$ cat src/sv/spnm_pkg.sv
// Shared types, widths and datapath operation codes for the sorted palette matcher.
// Used by the controller, the datapath and the top level; depends on nothing.
`timescale 1ns / 1ps
`default_nettype none
package spnm_pkg;

    localparam int ADDR_W = 16;
    localparam int CNT_W  = 17;
    localparam int PTR_W  = 18;
    localparam int KEY_W  = 24;
    localparam int COL_W  = 32;
    localparam int IN_W   = 64;
    localparam int OUT_W  = 80;
    localparam logic [CNT_W-1:0] DEPTH = 17'd65536;

    localparam logic [1:0] CMD_LOAD  = 2'd0;
    localparam logic [1:0] CMD_QUERY = 2'd1;
    localparam logic [1:0] CMD_CLEAR = 2'd2;

    localparam logic [1:0] MODE_BISECT = 2'd0;
    localparam logic [1:0] MODE_LOWER  = 2'd1;

    localparam logic [1:0] ST_OK    = 2'd0;
    localparam logic [1:0] ST_FULL  = 2'd1;
    localparam logic [1:0] ST_EMPTY = 2'd2;

    localparam int OP_W = 5;
    localparam logic [OP_W-1:0] OP_NONE      = 5'd0;
    localparam logic [OP_W-1:0] OP_CAPTURE   = 5'd1;
    localparam logic [OP_W-1:0] OP_RES_FULL  = 5'd2;
    localparam logic [OP_W-1:0] OP_RES_EMPTY = 5'd3;
    localparam logic [OP_W-1:0] OP_CLEAR     = 5'd4;
    localparam logic [OP_W-1:0] OP_INIT_BI   = 5'd5;
    localparam logic [OP_W-1:0] OP_INIT_LB   = 5'd6;
    localparam logic [OP_W-1:0] OP_RD_MID    = 5'd7;
    localparam logic [OP_W-1:0] OP_STEP_BI   = 5'd8;
    localparam logic [OP_W-1:0] OP_STEP_LB   = 5'd9;
    localparam logic [OP_W-1:0] OP_STEP_UB   = 5'd10;
    localparam logic [OP_W-1:0] OP_RD_LO     = 5'd11;
    localparam logic [OP_W-1:0] OP_RD_LOM1   = 5'd12;
    localparam logic [OP_W-1:0] OP_BI_CLOSE  = 5'd13;
    localparam logic [OP_W-1:0] OP_IDX_LO    = 5'd14;
    localparam logic [OP_W-1:0] OP_IDX_LAST  = 5'd15;
    localparam logic [OP_W-1:0] OP_IDX_ZERO  = 5'd16;
    localparam logic [OP_W-1:0] OP_IDX_LB    = 5'd17;
    localparam logic [OP_W-1:0] OP_IDX_MID   = 5'd18;
    localparam logic [OP_W-1:0] OP_RD_IDX    = 5'd19;
    localparam logic [OP_W-1:0] OP_TAKE      = 5'd20;
    localparam logic [OP_W-1:0] OP_RM_RD     = 5'd21;
    localparam logic [OP_W-1:0] OP_RM_WR     = 5'd22;
    localparam logic [OP_W-1:0] OP_RM_DONE   = 5'd23;
    localparam logic [OP_W-1:0] OP_INS_START = 5'd24;
    localparam logic [OP_W-1:0] OP_INS_RD    = 5'd25;
    localparam logic [OP_W-1:0] OP_INS_WR    = 5'd26;
    localparam logic [OP_W-1:0] OP_INS_PUT   = 5'd27;
    localparam logic [OP_W-1:0] OP_PUBLISH   = 5'd28;

    typedef struct packed {
        logic [OP_W-1:0] op;
    } dp_cmd_t;

    typedef struct packed {
        logic full;
        logic empty;
        logic lo_eq_hi;
        logic hi_neg;
        logic lo_gt_hi;
        logic lo_lt_hi;
        logic lo_ge_count;
        logic key_eq;
        logic rm_more;
        logic ins_more;
    } dp_status_t;

endpackage
`default_nettype wire

$ cat src/sv/spnm_controller.sv
// Controller state machine of the sorted palette matcher: handshakes, mode register, sequencing.
// Depends on spnm_pkg; steers spnm_datapath through operation codes.
`timescale 1ns / 1ps
`default_nettype none
module spnm_controller
(
    input  wire logic              clk,
    input  wire logic              rst_n,
    input  wire logic              s_tvalid,
    output logic                   s_tready,
    input  wire logic [1:0]        s_command,
    output logic                   m_tvalid,
    input  wire logic              m_tready,
    input  wire logic              cfg_valid,
    output logic                   cfg_ready,
    input  wire logic [1:0]        cfg_data,
    input  wire spnm_pkg::dp_status_t sts,
    output spnm_pkg::dp_cmd_t      cmd
);

    localparam logic [3:0] S_IDLE     = 4'd0;
    localparam logic [3:0] S_DISPATCH = 4'd1;
    localparam logic [3:0] S_BS_CHK   = 4'd2;
    localparam logic [3:0] S_BS_CMP   = 4'd3;
    localparam logic [3:0] S_BI_CHK   = 4'd4;
    localparam logic [3:0] S_BI_CMP   = 4'd5;
    localparam logic [3:0] S_BI_RDL   = 4'd6;
    localparam logic [3:0] S_BI_END   = 4'd7;
    localparam logic [3:0] S_PICK_RD  = 4'd8;
    localparam logic [3:0] S_PICK_TK  = 4'd9;
    localparam logic [3:0] S_RM_CHK   = 4'd10;
    localparam logic [3:0] S_RM_WR    = 4'd11;
    localparam logic [3:0] S_INS_CHK  = 4'd12;
    localparam logic [3:0] S_INS_WR   = 4'd13;
    localparam logic [3:0] S_DONE     = 4'd14;

    logic [3:0] state_reg, state_next;
    logic [1:0] cmd_reg, cmd_next;
    logic [1:0] mode_reg;
    logic       valid_reg, valid_next;
    logic [spnm_pkg::OP_W-1:0] op;

    assign cfg_ready = 1'b1;
    assign s_tready  = (state_reg == S_IDLE);
    assign m_tvalid  = valid_reg;
    assign cmd.op    = op;

    always_comb
    begin
        state_next = state_reg;
        cmd_next   = cmd_reg;
        valid_next = valid_reg && !m_tready;
        op         = spnm_pkg::OP_NONE;
        case (state_reg)
            S_IDLE:
            begin
                if (s_tvalid)
                begin
                    op         = spnm_pkg::OP_CAPTURE;
                    cmd_next   = s_command;
                    state_next = S_DISPATCH;
                end
            end
            S_DISPATCH:
            begin
                state_next = S_DONE;
                case (cmd_reg)
                    spnm_pkg::CMD_LOAD:
                    begin
                        if (sts.full)
                        begin
                            op = spnm_pkg::OP_RES_FULL;
                        end
                        else
                        begin
                            op         = spnm_pkg::OP_INIT_LB;
                            state_next = S_BS_CHK;
                        end
                    end
                    spnm_pkg::CMD_QUERY:
                    begin
                        if (sts.empty)
                        begin
                            op = spnm_pkg::OP_RES_EMPTY;
                        end
                        else if (mode_reg == spnm_pkg::MODE_BISECT)
                        begin
                            op         = spnm_pkg::OP_INIT_BI;
                            state_next = S_BI_CHK;
                        end
                        else if (mode_reg == spnm_pkg::MODE_LOWER)
                        begin
                            op         = spnm_pkg::OP_INIT_LB;
                            state_next = S_BS_CHK;
                        end
                        else
                        begin
                            op         = spnm_pkg::OP_IDX_ZERO;
                            state_next = S_PICK_RD;
                        end
                    end
                    spnm_pkg::CMD_CLEAR: op = spnm_pkg::OP_CLEAR;
                    default:             op = spnm_pkg::OP_NONE;
                endcase
            end
            S_BS_CHK:
            begin
                if (sts.lo_lt_hi)
                begin
                    op         = spnm_pkg::OP_RD_MID;
                    state_next = S_BS_CMP;
                end
                else if (cmd_reg == spnm_pkg::CMD_LOAD)
                begin
                    op         = spnm_pkg::OP_INS_START;
                    state_next = S_INS_CHK;
                end
                else
                begin
                    op         = spnm_pkg::OP_IDX_LB;
                    state_next = S_PICK_RD;
                end
            end
            S_BS_CMP:
            begin
                op = (cmd_reg == spnm_pkg::CMD_LOAD) ? spnm_pkg::OP_STEP_UB
                                                      : spnm_pkg::OP_STEP_LB;
                state_next = S_BS_CHK;
            end
            S_BI_CHK:
            begin
                if (sts.lo_eq_hi || sts.hi_neg)
                begin
                    op         = spnm_pkg::OP_IDX_LO;
                    state_next = S_PICK_RD;
                end
                else if (sts.lo_gt_hi)
                begin
                    if (sts.lo_ge_count)
                    begin
                        op         = spnm_pkg::OP_IDX_LAST;
                        state_next = S_PICK_RD;
                    end
                    else
                    begin
                        op         = spnm_pkg::OP_RD_LO;
                        state_next = S_BI_RDL;
                    end
                end
                else
                begin
                    op         = spnm_pkg::OP_RD_MID;
                    state_next = S_BI_CMP;
                end
            end
            S_BI_CMP:
            begin
                if (sts.key_eq)
                begin
                    op         = spnm_pkg::OP_IDX_MID;
                    state_next = S_PICK_RD;
                end
                else
                begin
                    op         = spnm_pkg::OP_STEP_BI;
                    state_next = S_BI_CHK;
                end
            end
            S_BI_RDL:
            begin
                op         = spnm_pkg::OP_RD_LOM1;
                state_next = S_BI_END;
            end
            S_BI_END:
            begin
                op         = spnm_pkg::OP_BI_CLOSE;
                state_next = S_PICK_RD;
            end
            S_PICK_RD:
            begin
                op         = spnm_pkg::OP_RD_IDX;
                state_next = S_PICK_TK;
            end
            S_PICK_TK:
            begin
                op         = spnm_pkg::OP_TAKE;
                state_next = S_RM_CHK;
            end
            S_RM_CHK:
            begin
                if (sts.rm_more)
                begin
                    op         = spnm_pkg::OP_RM_RD;
                    state_next = S_RM_WR;
                end
                else
                begin
                    op         = spnm_pkg::OP_RM_DONE;
                    state_next = S_DONE;
                end
            end
            S_RM_WR:
            begin
                op         = spnm_pkg::OP_RM_WR;
                state_next = S_RM_CHK;
            end
            S_INS_CHK:
            begin
                if (sts.ins_more)
                begin
                    op         = spnm_pkg::OP_INS_RD;
                    state_next = S_INS_WR;
                end
                else
                begin
                    op         = spnm_pkg::OP_INS_PUT;
                    state_next = S_DONE;
                end
            end
            S_INS_WR:
            begin
                op         = spnm_pkg::OP_INS_WR;
                state_next = S_INS_CHK;
            end
            S_DONE:
            begin
                if (!valid_reg || m_tready)
                begin
                    op         = spnm_pkg::OP_PUBLISH;
                    valid_next = 1'b1;
                    state_next = S_IDLE;
                end
            end
            default: state_next = S_IDLE;
        endcase
    end

    always_ff @(posedge clk or negedge rst_n)
    begin
        if (!rst_n)
        begin
            state_reg <= S_IDLE;
            cmd_reg   <= spnm_pkg::CMD_LOAD;
            mode_reg  <= spnm_pkg::MODE_BISECT;
            valid_reg <= 1'b0;
        end
        else
        begin
            state_reg <= state_next;
            cmd_reg   <= cmd_next;
            valid_reg <= valid_next;
            if (cfg_valid)
            begin
                mode_reg <= cfg_data;
            end
        end
    end

endmodule
`default_nettype wire
$ cat config.mk
export PLATFORM = sky130hd
export DESIGN_NAME = spnm_controller
export DESIGN_NICKNAME = d
export VERILOG_FILES = /design/src/sv/spnm_pkg.sv /design/src/sv/spnm_controller.sv
export SDC_FILE = /design/constraint.sdc
export NUM_CORES = 1
export LEC_CHECK = 0
export BUFFER_PORTS_ARGS = -buffer_cell sky130_fd_sc_hd__buf_2
export CAP_MARGIN = 20
export CORE_MARGIN = 3
export CORE_UTILIZATION = 40
export CTS_CLUSTER_DIAMETER = 150
export DETAILED_ROUTE_END_ITERATION = 12
export PLACE_DENSITY_LB_ADDON = 0.08
export SETUP_SLACK_MARGIN = 0.5
export SLEW_MARGIN = 10
export SYNTH_ARGS = -nofsm -noshare
export SYNTH_HDL_FRONTEND = slang
export SYNTH_SLANG_ARGS = --single-unit
export TNS_END_PERCENT = 30
$ cat constraint.sdc
create_clock -name clk -period 2.1 [get_ports clk]
set_input_delay 0 -clock clk [delete_from_list [all_inputs] [get_ports clk]]
set_output_delay 0 -clock clk [all_outputs]
set_load 0.01 [all_outputs]
After elaboration in Yosys (flattened, before gate mapping)
Cells that the tools add are included.

Register bits: 9. Output and inout bits: 8.

Equality and inequality tests: 19. Muxes and demuxes: 35. Reductions and logical operators: 11.

Operators by type and width (number): 5-bit one-hot mux with 15 select lines (1); 4-bit one-hot mux with 14 select lines (1); 4-bit 2-to-1 mux (12); 5-bit 2-to-1 mux (8); 4-bit == test (second input constant) (7); 4-bit by 3-bit == test with 1-bit output (second input constant) (4); 5-bit one-hot mux with 3 select lines (1); 3-bit 2-to-1 mux (4); 4-bit by 2-bit == test with 1-bit output (second input constant) (2); 2-bit 2-to-1 mux (4); 4-bit one-hot mux with 2 select lines (1); 2-bit by 1-bit == test with 1-bit output (second input constant) (2); 4-bit by 1-bit == test with 1-bit output (second input constant) (1); 2-bit zero test (2); 4-bit zero test (1); 2-bit != test (second input constant) (2); 2-bit AND reduction (2); 1-bit 2-to-1 mux (3); 2-bit == test (second input constant) (1); 1-bit zero test (2); 1-bit logical OR (2); 2-bit OR reduction (1); 1-bit logical AND (1).

Depth between registers and ports, before layout
Depth after elaboration: 6. Depth in mapped cells: 6.

Worst setup path before layout
OpenSTA, ideal clock, no wires.

Path type: reg-to-reg. Start: reg state_reg[0]. End: reg cmd_reg[0]. Data arrival time: 1355 ps. Required time: 1973 ps. Setup slack: 618 ps. Cell stages (with the launch flop): 6. Buffers on the path: 1. Period minus slack after synthesis: 1482 ps. Cell sequence: dfrtp_1 > buf_2 > or2_4 > nor3_2 > nand2_1 > mux2_1.

Word-level cells in the longest chain between the ends: 2.

RTL lines: start: declaration (RTL line spnm_controller.sv:37) `logic [3:0] state_reg, state_next;`; start signal: assignment (RTL line spnm_controller.sv:249) `state_reg <= state_next;`; 4-bit zero test; named net s_tready (RTL line spnm_controller.sv:10) `output logic s_tready,`; 2-bit AND reduction (no source line); end signal: assignment (RTL line spnm_controller.sv:243) `cmd_reg <= spnm_pkg::CMD_LOAD;`; end signal: assignment (RTL line spnm_controller.sv:250) `cmd_reg <= cmd_next;`; end: declaration (RTL line spnm_controller.sv:38) `logic [1:0] cmd_reg, cmd_next;`.

The timed path passes the listed nets, and every way through them passes these cells. A chain may end at the register's enable or synchronous reset.

==> metrics.md <==
| Metric | Value |
|---|---|
| Vias in the first global route | `around 1100` |
| Class of the worst hold path | `input pin to flip-flop` |
| Sw power | `around 0.83 mW` |
| CP cell instances | `buf_4 > a31oi_1 > o21ai_1 > a311o_1 > buf_2` |
| Hold_ws | `0.00895 ns` |
| Post-Syn Area | `908 um^2` |
| Fmax | `around 0.59 GHz` |
| Fill count | `between 150 and 200` |
| TritonCTS Sinks | `9` |
| Hold Crit Depth | `2` |
| Chip Width | `53.7 um` |
| Worst Path Arrival | `about 1.7 ns` |
| GRT met1 Usage | `0.310` |
| Number of synthesized flops with an enable pin | `0` |
| GR Util met3 | `0.0305` |
| Reg2reg path depth | `6` |
| Syn_area_per_cell | `7.76 um^2` |
| Clk root buf | `clkbuf_4` |
| Remaining DRCs | `0` |
| Setup-failing EPs final | `0` |
| Post-Route Setup TNS | `0 ns` |
| Largest register FFs | `4` |
| Via-to-Cell Ratio | `just under 6` |
| Antenna diode count | `0` |
| Share of cells above drive strength 1 | `0.488` |
| Met2 GRT Util | `0.363` |
| Synth area leaders | `dfrtp_1, o21ai_0, a21oi_1, buf_2, mux2_2` |
| HP Start | `cfg_valid` |
| Clk pwr share | `0.071` |
| Initial antenna violation count | `0` |
| Latest clock arrival within the worst-skew pair | `approximately 0.26 ns` |
| #FFs+latches synth | `9` |
| Antenna Violating Nets Remaining | `0` |
| Starting Density | `0.441` |
| Gpl congestion | `~0.86` |
| Seq/Total Area, Yosys | `0.248` |
| Nets | `~180` |
| Max_cap viols | `0` |
| Grt total ovfl | `0` |
| Required time of the critical path | `~2.1 ns` |
| Worst setup margin | `a little over 0.4 ns` |
| Clock-pin slew of the registers on the worst-case setup and hold paths | `0.06 ns` |
| Final Critical Period | `1.68 ns` |
| Most frequent cells in the layout | `buf_2, buf_4, o21ai_0` |
| Reg2reg setup slack | `between 0.4 and 0.5 ns` |
| Register share of total power | `0.207` |
| Core area | `roughly 2100 um^2` |
| Routed vias | `roughly 1100` |
| Maximum vdd drop | `0.745 mV` |
| Pin count of the biggest net entering global routing | `14` |
| RSZ-0062 raised after global routing | `true` |
| Net Sw Frac | `0.452` |
| Die area | `~2900 um^2` |
| Commonest non-fill, non-tap cell in the layout | `buf_2` |
| Internal | `approximately 1.0 mW` |
| Crit share post-route | `0.802` |
| RR Endpoint | `state_reg[2]` |
| Core Rows | `16` |
| Synth warnings | `0` |
| Total Power | `roughly 1.8 mW` |
| Logic pwr share | `0.722` |
| H-tree levels | `1` |
| CTS max path bufs | `2` |
| Asr flop ratio synth | `1.00` |
| Post-DP HPWL | `roughly 1800 um` |
| Number of failing hold endpoints at the final stage | `0` |
| Most Used Layer, Global Route | `met2` |
| TritonCTS clock tree | `done` |
| Clk_skew | `approximately 0.0043 ns` |
| Crit path launch | `state_reg[0]` |
| Fin util | `0.661` |
| CP max stage cell | `dfrtp_2` |
| I/O Buffers | `25` |
| Syn nets | `between 100 and 150` |
| Drt first pass iters | `4` |
| Routed length per instance | `~16 um` |
| Die height | `between 50 and 60 um` |
| Startpoint Class | `flip-flop` |
| Pre-CTS WS | `about 0.38 ns` |
| Largest area contributor in the netlist | `dfrtp_1` |
| Worst r2r src | `state_reg[3]` |
| Cts bufs inserted | `3` |
| First-pass GRT wire length | `4850 um` |
| Slew Viols, Final | `0` |
| Synthesis-to-finish area growth | `50.1%` |
| Syn Inst Count | `117` |
| Crit path largest cell delay | `0.45 ns` |
| Kind of critical path | `flip-flop to output port` |
| I/O pin total | `27` |
| CP Max Fanout | `5` |
| Detailed Route Iter0 Violations | `34` |
| Share of the synthesized area in the top cell type | `0.248` |
| Unique masters post-synth | `46` |
| Most common flop cell mapped by yosys | `dfrtp_1` |
| Worst Setup End Kind | `output port` |
| Power density cells | `approximately 1300 nW/um^2` |
| Hold path endpoint | `mode_reg[1]` |
| Static Leak | `roughly 0.57 nW` |
| DRT Wirelength | `2980 um` |
| Outcome | `finished clean` |
| All-Layer GR Usage | `0.230` |
cell families (layout without fill, tap and decap cells):
logic type,after synthesis,count (layout),synth area share
XOR/XNOR,1,1,0.00964
other,1,1,0.00413
multiplexers,5,5,0.0620
AO/OA/AOI/OAI,42,42,0.311
buffers and inverters,16,61,0.0826
AND/OR/NAND/NOR,43,43,0.282
flip-flops,9,9,0.248
Yosys cell counts, drive strengths merged (2+ instances only):
library cell / instances
o21ai: 12
buf: 10
a21oi: 9
dfrtp: 9
nor2: 8
nand2: 7
inv: 6
mux2: 5
nor3: 5
nor3b: 4
o211ai: 4
nor2b: 3
a2bb2oi: 2
and3: 2
nand2b: 2
nand3b: 2
nand4b: 2
o31ai: 2
or3: 2
layer usage:
metal	vias up	wire (um)
met1	511	1310
met5	-	0
met4	0	55
met2	51	1390
li1	528	-
met3	6	224
per-stage QoR:
stage,cells,area (um^2)
after detailed placement,160,1020
after global routing,189,1360
final,189,1360
after CTS,182,1240
after global placement,160,1020
after floorplan,117,908
layout make-up:
class / instances / area [um^2] / area share
multi-input combinational: 92 / 678 / 0.497
timing repair buffer: 51 / 365 / 0.268
sequential: 9 / 234 / 0.172
tap: 27 / 33.8 / 0.0248
inverter: 6 / 25.0 / 0.0183
clock buffer: 3 / 22.5 / 0.0165
clock inverter: 1 / 5.00 / 0.00367
worst max-delay path by stage:
stage / end / slack, ns / cells after the start
6_report: cmd[4] / 0.42 / 5
5_1_grt: cmd[4] / 0.38 / 5
4_1_cts: cmd[1] / 0.49 / 6
3_5_place_dp: state_reg[2] / 0.38 / 4
3_3_place_gp: state_reg[2] / 0.42 / 4
2_1_floorplan: cmd_reg[0] / 0.62 / 5
critical path, delay by kind of cell, from the launching register on:
kind	cells	cell delay, ns
compound gates	3	0.68
buf+inv	2	0.31
flops	1	0.45
power by group through the flow:
stage	combinational [mW]	clock, mW	sequential [mW]
3_5_place_dp	0.771	0	0.440
5_1_grt	1.43	0.148	0.389
4_1_cts	1.07	0.134	0.384
2_1_floorplan	0.726	0	0.279
3_3_place_gp	0.777	0	0.441
6_report	1.32	0.131	0.380
repair_timing:
item | in CTS | in global routing
endpoints found under the hold margin | 13 | 0
resized for setup | 11 | 17
hold buffers | 5 | 0
buffers inserted | 13 | 7
endpoints found under the setup margin | 9 | 8
pin swaps | 1 | 7
Note: power is estimated with default switching activity, not from simulation.
